$ cat config.mk
export PLATFORM = sky130hd
export DESIGN_NAME = dntt_ram
export DESIGN_NICKNAME = d
export VERILOG_FILES = /design/src/hw/rtl/assert_macros.svh /design/src/hw/rtl/dntt_ram.sv
export SDC_FILE = /design/constraint.sdc
export NUM_CORES = 2
export LEC_CHECK = 0
export ABC_CLOCK_PERIOD_IN_PS = 4400
export BUFFER_PORTS_ARGS = -buffer_cell sky130_fd_sc_hd__buf_4
export CAP_MARGIN = 20
export CORE_MARGIN = 4
export CORE_UTILIZATION = 46
export CTS_CLUSTER_DIAMETER = 60
export DETAILED_ROUTE_END_ITERATION = 8
export PLACE_DENSITY = 0.66
export SLEW_MARGIN = 5
export SYNTH_ARGS = -nofsm -noshare
export SYNTH_HDL_FRONTEND = slang
export SYNTH_SLANG_ARGS = --single-unit
$ cat constraint.sdc
create_clock -name clk_i -period 4.4 [get_ports clk_i]
set_input_delay 0.66 -clock clk_i [delete_from_list [all_inputs] [get_ports clk_i]]
set_output_delay 0.66 -clock clk_i [all_outputs]
set_load 0.05 [all_outputs]
$ cat src/hw/rtl/assert_macros.svh
// Assertion macros shared by the RTL of the transform unit.
`ifndef ASSERT_MACROS_SVH
`define ASSERT_MACROS_SVH

// The consequent must hold in the same cycle as the antecedent.
`define ASSERT_IMPL(lbl, ante, cons) \
  lbl: assert property (@(posedge clk_i) disable iff (!rst_ni) (ante) |-> (cons)) \
    else $error("assertion failed: same-cycle implication");

// The consequent must hold in the cycle after the antecedent.
`define ASSERT_NEXT(lbl, ante, cons) \
  lbl: assert property (@(posedge clk_i) disable iff (!rst_ni) (ante) |=> (cons)) \
    else $error("assertion failed: next-cycle implication");

`endif

$ cat src/hw/rtl/dntt_ram.sv
// Generic single-port-write, registered-read RAM.
`default_nettype none
module dntt_ram #(
  parameter int unsigned WIDTH = 32,
  parameter int unsigned DEPTH = 64
) (
  input  wire logic                     clk_i,
  input  wire logic                     we_i,
  input  wire logic [$clog2(DEPTH)-1:0] waddr_i,
  input  wire logic [WIDTH-1:0]         wdata_i,
  input  wire logic [$clog2(DEPTH)-1:0] raddr_i,
  output logic      [WIDTH-1:0]         rdata_o
);

  logic [WIDTH-1:0] mem_q [DEPTH];

  // Write port and registered read port.
  always_ff @(posedge clk_i) begin
    if (we_i) begin
      mem_q[waddr_i] <= wdata_i;
    end
    rdata_o <= mem_q[raddr_i];
  end

endmodule
`default_nettype wire

==> results_dict.tcl <==
set metrics [dict create \
    grt_pass1_vias 37133 \
    grt.total_usage_pct 22.6 \
    skew_ps 62.4 \
    ys_ff_latch 2080 \
    yosys.area.top_type "edfxtp_1" \
    area_growth_syn_to_layout_pct 14.6 \
    drc 0 \
    hpwl_mm 113 \
    cp.required_ps 5050 \
    core_mm2 0.169 \
    fmax_mhz 315 \
    cts.sinks 2080 \
    hp-class "input port to register" \
    vias 37394 \
    p_total_uw 41700 \
    leakage_uw 0.0280 \
    p_seq_share_pct 52.9 \
    fin_nets 3642 \
    setup_viol 0 \
    crit_start "raddr_i[0]" \
    ir_worst_vdd_v 0.000346 \
    synth_top_area_share_pct 78.3 \
    synth_area_leaders "edfxtp_1, mux4_2, mux2i_1, dfxtp_1, o22ai_1" \
    startpoint_type "input port" \
    yosysUniqueCellTypes 34 \
    final_area_mm2 0.0899 \
    ant_nets 0 \
    htreeDepth 4 \
    power_frac_clock_pct 41.8 \
    yosysSeqAreaShare_pct 79.1 \
    postCtsSetupBuffers 0 \
    outcome "finished, final reports clean" \
    start_util_pct 46.3 \
    fillers 12584 \
    report.final.slew_viol_count 0 \
    multi_input_area_mm2 0.0160 \
    worst_slew_pin_slew_ps 1160 \
    firstDrtPassIters 5 \
    clkTransAtPathRegs_ps 60 \
    seq_area_mm2 0.0621 \
    dieHeight_um 421 \
    switching_share_pct 21.5 \
    syn_area_per_cell_um2 23.6 \
    p_int_uw 32700 \
    hold_violations 0 \
    slew_headroom_pct 22.7 \
    finalSetupTns_ps 0 \
    grt_pass1_wl_mm 285 \
    hp-start "wdata_i[8]" \
    cts_tree "done" \
    dieWidth_um 421 \
    drive_gt1_share_pct 30.7 \
    via_per_inst 6.24 \
    p_comb_share_pct 5.3 \
    drt-total-wl_mm 201 \
    criticalPathCategory "input port to register" \
    die_area_mm2 0.177 \
    fp-row-count 151 \
    portBuffers 77 \
    final.period_utilization_pct 72.2 \
    synth_cells 3324 \
    ys_warn_count 0 \
    ioPinCount 78 \
    place_congestion 0.785 \
    syn_nets 3370 \
    cap_viol_max_count 0 \
    r2r_start "mem_q[26][24]" \
    worst-path-max-fanout 46 \
    rsz0062_at_grt "no" \
    crit_path_end_kind "register" \
    p_switching_uw 8970 \
    initialDrtViolationCount 5115 \
    ctsResizeCount 0 \
    cts-root-to-sink-buffers 3 \
    power_density_mw_per_mm2 463 \
    wire_per_inst_um 33.6 \
    hold_buffers 0 \
    synth_area_mm2 0.0785 \
    placed_cell_area_mm2 0.0832 \
    clock-root-buffer "clkbuf_16" \
    clock_latency_ps 850 \
    finish.utilization_pct 53.1 \
    grt.overflow.total 0 \
    antenna_found_initial 7 \
    period_minus_slack_ps 3180 \
    numCtsBuffers 202 \
    crit_arrival_ps 3820 \
    whs_ps 372 \
    grt_start_max_net_pins 65 \
]
-- routing by layer --
layer | global-route usage (%) | vias to the layer above | share of wire (%)
li1 | - | 14844 | -
met1 | 32.5 | 20287 | 40
met2 | 36.0 | 1987 | 49
met3 | 4.39 | 272 | 9.3
met4 | 6.26 | 4 | 2.6
met5 | 0 | - | 0.012
-- placed cells by master, fill, tap and decap left out, types with 4 or more instances in the layout --
master,count
nor3_1,5
clkbuf_8,18
o22ai_1,84
nand2b_1,7
bufinv_16,19
nor2b_1,15
buf_12,32
mux2i_1,93
and3_1,4
clkbuf_16,203
dfxtp_1,32
a311oi_1,8
a41o_1,4
buf_4,214
o32ai_1,4
clkbuf_1,48
a22oi_1,12
nor2_4,62
nor2_1,75
clkinv_1,38
o221ai_1,27
clkinv_8,8
clkinv_2,33
nand3b_1,5
a21oi_1,62
nand3_1,5
nand2_1,26
clkinvlp_4,5
clkinv_16,4
edfxtp_1,2048
mux4_2,544
-- power by group through the flow --
| stage | Combinational [µW] | Clock (µW) | Sequential [µW] |
|---|---|---|---|
| floorplan | 1070 | 0 | 22500 |
| global placement | 2210 | 0 | 22500 |
| detailed placement | 2240 | 0 | 22500 |
| CTS | 2250 | 17600 | 22000 |
| global route | 2340 | 18600 | 22000 |
| finish | 2230 | 17400 | 22000 |
-- critical path: stages --
cell,delay (ps)
buf_8,510
buf_4,530
mux4_2,580
mux4_2,550
o22ai_1,700
nor2_1,250
-- registers in the layout, summed over array words and instances (netlist names) --
register and count:
rdata_o 32, mem_q 2048
-- synthesized netlist by cell type (all sizes together) --
cell type and count:
or3b 5, nand3 5, edfxtp 2048, o32ai 4, o22ai 84, and3 4
a41o 4, nand2 26, dfxtp 32, mux2i 93, o221ai 27, nand3b 5
nor2 137, a21oi 62, or3 3, a311oi 8, and2 2, mux4 544
nor2b 15, a22oi 12, a31oi 1, nor3 7, clkbuf 74, nand4b 1
buf 108, or2 3, nand4 2, nand2b 8
-- cell families after synthesis --
group / Yosys count / share of synthesized area [%]
AO/OA/AOI/OAI: 202 / 1.67
buffers and inverters: 182 / 1.13
flip-flops: 2080 / 79.1
multiplexers: 637 / 16.8
AND/OR/NAND/NOR: 223 / 1.27
-- worst paths after layout --
path	endpoint	slack, ps	cells after the start
max reg2reg	rdata_o[24]	1850	4
max	rdata_o[24]	1220	6
min reg2reg	rdata_o[8]	760	4
min	mem_q[38][8]	370	1
-- cell type report --
type,count,share of cell area [%]
Antenna cell,1,0.00278
Clock buffer,269,6.12
Sequential cell,2080,69.1
Clock inverter,114,1.39
Tap cell,2218,3.09
Multi-Input combinational cell,1062,17.8
Timing Repair Buffer,250,2.56
-- stage by stage --
step,std cells,worst slack [ps]
floorplan,3324,580
global placement,5610,334
detailed placement,5610,325
CTS,5993,1240
global route,5994,1200
finish,5994,1220
Power figures use the tool's default switching activity.
