<file path="src/hw/rtl/assert_macros.svh">
// Assertion macros shared by the RTL of the transform unit.
`ifndef ASSERT_MACROS_SVH
`define ASSERT_MACROS_SVH

// The consequent must hold in the same cycle as the antecedent.
`define ASSERT_IMPL(lbl, ante, cons) \
  lbl: assert property (@(posedge clk_i) disable iff (!rst_ni) (ante) |-> (cons)) \
    else $error("assertion failed: same-cycle implication");

// The consequent must hold in the cycle after the antecedent.
`define ASSERT_NEXT(lbl, ante, cons) \
  lbl: assert property (@(posedge clk_i) disable iff (!rst_ni) (ante) |=> (cons)) \
    else $error("assertion failed: next-cycle implication");

`endif

</file>
<file path="src/hw/rtl/dntt_mulmod.sv">
// Modular multiplier: one product, then a restoring reduction one bit a cycle.
`default_nettype none
module dntt_mulmod #(
  parameter int unsigned W = 32
) (
  input  wire logic         clk_i,
  input  wire logic         rst_ni,
  input  wire logic         start_i,
  input  wire logic [W-1:0] a_i,
  input  wire logic [W-1:0] b_i,
  input  wire logic [W-1:0] m_i,
  output logic              done_o,
  output logic      [W-1:0] res_o
);

  localparam int unsigned PW = 2 * W;
  localparam int unsigned CntW = $clog2(PW + 1);

  logic [PW-1:0]   prod_d, prod_q;
  logic [W-1:0]    r_d, r_q;
  logic [CntW-1:0] cnt_d, cnt_q;
  logic            busy_d, busy_q;
  logic            done_d, done_q;
  logic [W:0]      rem_shift;
  logic [W:0]      rem_sub;
  logic            rem_ge;

  // One restoring step: shift in the next product bit, subtract if it fits.
  always_comb begin
    rem_shift = {r_q, prod_q[PW-1]};
    rem_ge    = rem_shift >= {1'b0, m_i};
    rem_sub   = rem_shift - {1'b0, m_i};
  end

  // Next values of the reduction registers.
  always_comb begin
    prod_d = prod_q;
    r_d    = r_q;
    cnt_d  = cnt_q;
    busy_d = busy_q;
    done_d = 1'b0;
    if (start_i) begin
      prod_d = a_i * b_i;
      r_d    = '0;
      cnt_d  = CntW'(PW);
      busy_d = 1'b1;
    end else if (busy_q) begin
      prod_d = {prod_q[PW-2:0], 1'b0};
      r_d    = rem_ge ? rem_sub[W-1:0] : rem_shift[W-1:0];
      cnt_d  = cnt_q - CntW'(1);
      if (cnt_q == CntW'(1)) begin
        busy_d = 1'b0;
        done_d = 1'b1;
      end
    end
  end

  always_ff @(posedge clk_i or negedge rst_ni) begin
    if (!rst_ni) begin
      cnt_q  <= '0;
      busy_q <= 1'b0;
      done_q <= 1'b0;
      r_q    <= '0;
    end else begin
      cnt_q  <= cnt_d;
      busy_q <= busy_d;
      done_q <= done_d;
      r_q    <= r_d;
    end
  end

  // The product register carries no control meaning.
  always_ff @(posedge clk_i) begin
    prod_q <= prod_d;
  end

  assign done_o = done_q;
  assign res_o  = r_q;

endmodule
`default_nettype wire

</file>
<file path="config.mk">
export PLATFORM = sky130hd
export DESIGN_NAME = dntt_mulmod
export DESIGN_NICKNAME = d
export VERILOG_FILES = /design/src/hw/rtl/assert_macros.svh /design/src/hw/rtl/dntt_mulmod.sv
export SDC_FILE = /design/constraint.sdc
export NUM_CORES = 2
export LEC_CHECK = 0
export BUFFER_PORTS_ARGS = -buffer_cell sky130_fd_sc_hd__buf_2
export CAP_MARGIN = 20
export CORE_MARGIN = 8
export CORE_UTILIZATION = 36
export CTS_CLUSTER_DIAMETER = 200
export DETAILED_ROUTE_END_ITERATION = 7
export PLACE_DENSITY = 0.54
export REMOVE_ABC_BUFFERS = 1
export SLEW_MARGIN = 20
export SYNTH_ARGS = -nofsm -noshare
export SYNTH_HDL_FRONTEND = slang
export SYNTH_SLANG_ARGS = --single-unit
export TNS_END_PERCENT = 100
</file>
<file path="constraint.sdc">
create_clock -name clk_i -period 5.1 [get_ports clk_i]
set_input_delay 1.02 -clock clk_i [delete_from_list [all_inputs] [get_ports clk_i]]
set_output_delay 1.02 -clock clk_i [all_outputs]
set_load 0.05 [all_outputs]
</file>
==> impl_metrics.csv <==
group,metric,value,unit
global_route,grt_max_degree,71,
logic_synthesis,yosysMostFrequentCell,"fa_1",
timing,setup_viol,56,
clock_network,cts.sinks,105,
detailed_routing,wirelength,118000,µm
logic_synthesis,synth_ff_type,"edfxtp_1",
logic_synthesis,ys_top_cells_by_area,"fa_1 (45%), and2_1 (9.3%), ha_1 (9.3%)",
clock_network,htree_levels,3,
timing,worst_pin_slew,893,ps
timing,layout_min_cycle_time,7790,ps
logic_synthesis,synth_area,0.0399,mm²
global_route,grt_usage,19.1,%
detailed_routing,wl_per_cell,18.8,µm
clock_network,clkTransAtPathRegs,90,ps
min_path,min_path_type,"reg2reg",
job,drv_cap,0,
global_route,antenna_found_initial,8,
detailed_routing,drc,0,
logic_synthesis,yosys.area.top_type,"fa_1",
timing,finClkSkew,9.64,ps
logic_synthesis,synth_common_cells,"fa_1 (897), inv_1 (896), and2_1 (596), nand2_1 (532), ha_1 (297)",
detailed_routing,vias_per_cell,4.87,
global_route,grt_overflow,0,
worst_setup_path,critPathMaxFanout,10,
logic_synthesis,yosysWarningCount,0,
worst_setup_path,cp.required,5220,ps
finish,area_delta_synth_final,23.7,%
logic_synthesis,synth_top_cell_area_share,45.0,%
timing,setup_ws,-2690,ps
timing,fin_crit_sh,153,%
logic_synthesis,synthArstFlopShare,39.0,%
timing,rsz0062_at_grt,"yes",
timing,slew_headroom,40.4,%
detailed_routing,vias,30500,
clock_network,clock_path_buffers,2,
clock_network,cts_tree,"yes",
clock_network,clk_latency,360,ps
logic_synthesis,synthCells,4337,
timing,fmax,128,MHz
floorplan,ioPinCount,132,
placed_design,dp_hpwl,96400,µm
finish,fin_util,44.8,%
run_status,status,"finished with violations",
worst_setup_path,crit_arrival,7910,ps
floorplan,start_util,36.2,%
detailed_routing,drt-pass1-iter-count,5,
run_status,violations,"setup timing",
detailed_routing,antenna_left,0,
clock_network,cts_buffers,9,
worst_setup_path,start_kind,"input pin",
global_route,grt_pass1_wl,187000,µm
logic_synthesis,syn_avg_cell_area,9.20,µm²
worst_setup_path,critPathKind,"in2reg",
logic_synthesis,yosysSeqAreaShare,7.39,%
logic_synthesis,synth_edf_count,64,
logic_synthesis,ys_ff_latch,105,
global_route,grt_pass1_vias,33400,
worst_setup_path,r2r_slack,1690,ps
floorplan,fp.dieW,349,µm
finish,drive_gt1_share,22.9,%
timing,slew_viol_final,0,
placed_design,portBuffers,131,
detailed_routing,drt_iter0_drc,1606,
finish,nNetsFinal,6070,
timing,hold_violations,0,
floorplan,die_area,0.122,mm²
logic_synthesis,synthDistinctLibCells,84,
floorplan,row_count,122,
clock_network,cts-root-buf,"clkbuf_16",
placed_design,gp_congestion,0.876,
floorplan,core_area,0.110,mm²
floorplan,die_y,349,µm
worst_setup_path,cp-end-kind,"flop",
## worst paths after layout
check,startpoint,endpoint,cells past startpoint
min,cnt_q[6]$_DFFE_PN0P_,busy_q$_DFF_PN0_,2
max,a_i[13],prod_q[52]$_DFFE_PP_,25
min reg2reg,cnt_q[6]$_DFFE_PN0P_,busy_q$_DFF_PN0_,2
min in group asynchronous,rst_ni,res_o[10]$_DFFE_PN0P_,2
max in group asynchronous,rst_ni,busy_q$_DFF_PN0_,2
max reg2reg,prod_q[63]$_DFFE_PP_,res_o[28]$_DFFE_PN0P_,12
## routing by layer
layer / global-route usage, % / wire [µm]
met4: 2.07 / 1380
met2: 33.3 / 58500
met3: 1.59 / 5440
met5: 0 / 0
met1: 26.8 / 52600
## critical path: stages
cell and delay, ps:
buf_12 130, buf_8 130, and2_4 130, fa_1 540, inv_1 50, fa_1 470, inv_1 50, fa_1 490
fa_1 520, fa_1 570, fa_2 440, fa_1 570, inv_2 50, fa_1 560, inv_2 60, ha_4 260
buf_6 120, a31oi_4 190, o21ai_1 110, a21o_1 210, a2111o_1 420, a31oi_4 240, o21ai_2 100, a31o_1 190
a221o_1 280
## through the flow
stage	TNS, ps	hold slack [ps]	cell area, µm²	std cells	setup WS, ps
CTS	-125170	540	47900	6235	-2770
floorplan	-109230	490	38900	4079	-2590
detailed placement	-164270	523	45100	6155	-3400
finish	-123110	539	49300	6271	-2690
global route	-131680	556	49300	6270	-2820
global placement	-166030	527	45100	6155	-3450
## placed cells by master, fill, tap and decap left out, types with 13 or more instances in the layout
cell,Yosys,layout
mux2_4,1,28
fa_1,897,831
fa_2,0,66
ha_4,0,40
buf_4,1,423
a211oi_1,15,14
inv_1,896,860
o21ai_0,58,37
a21oi_2,1,19
o21bai_1,18,15
xor2_1,29,23
nor3_1,21,17
a21oi_1,115,86
o21ai_2,2,13
nand4_1,31,31
a311oi_1,18,17
inv_2,1,37
ha_1,297,255
buf_12,0,40
nor2_1,85,82
nand2_1,532,516
dfrtp_1,41,40
buf_8,0,18
nand3_1,27,22
and2_4,1,45
and2_1,596,552
buf_2,16,78
a21o_1,56,56
clkbuf_16,0,18
mux2_2,46,19
edfxtp_1,64,64
xnor2_1,47,38
buf_6,0,102
## final cells by class
type | count | area, µm²
Fill cell | 10700 | 60900
Multi-Input combinational cell | 3077 | 34400
Timing Repair Buffer | 687 | 6410
Inverter | 897 | 3370
Sequential cell | 105 | 2950
Tap cell | 1488 | 1860
Clock buffer | 9 | 225
Clock inverter | 7 | 88.8
Antenna cell | 1 | 2.50
## cells by family after synthesis
kind of cell | count (synthesis) | synth area share, %
adder cells (fa/ha/maj) | 1194 | 54.3
multiplexers | 54 | 1.51
AND/OR/NAND/NOR | 1364 | 17.5
XOR/XNOR | 76 | 1.67
AO/OA/AOI/OAI | 389 | 6.69
flip-flops | 105 | 7.39
buffers and inverters | 1155 | 10.9
## registers in the layout (all words and copies together) (netlist names)
register,count
cnt_q,7
res_o,32
prod_q,64
busy_q,1
done_o,1
## timing repair
| item | CTS | global route |
|---|---|---|
| setup endpoints to repair | 58 | 56 |
| gates cloned | 6 | 9 |
| endpoints found under the hold margin | 0 | 0 |
| hold buffers | 0 | 0 |
| pin swaps | 196 | 202 |
| gates resized for setup | 429 | 249 |
| setup buffers | 65 | 29 |
Power is left out: the tool's default activity adds up to more than one toggle a clock period on the data nets, which glitch-free logic cannot reach.
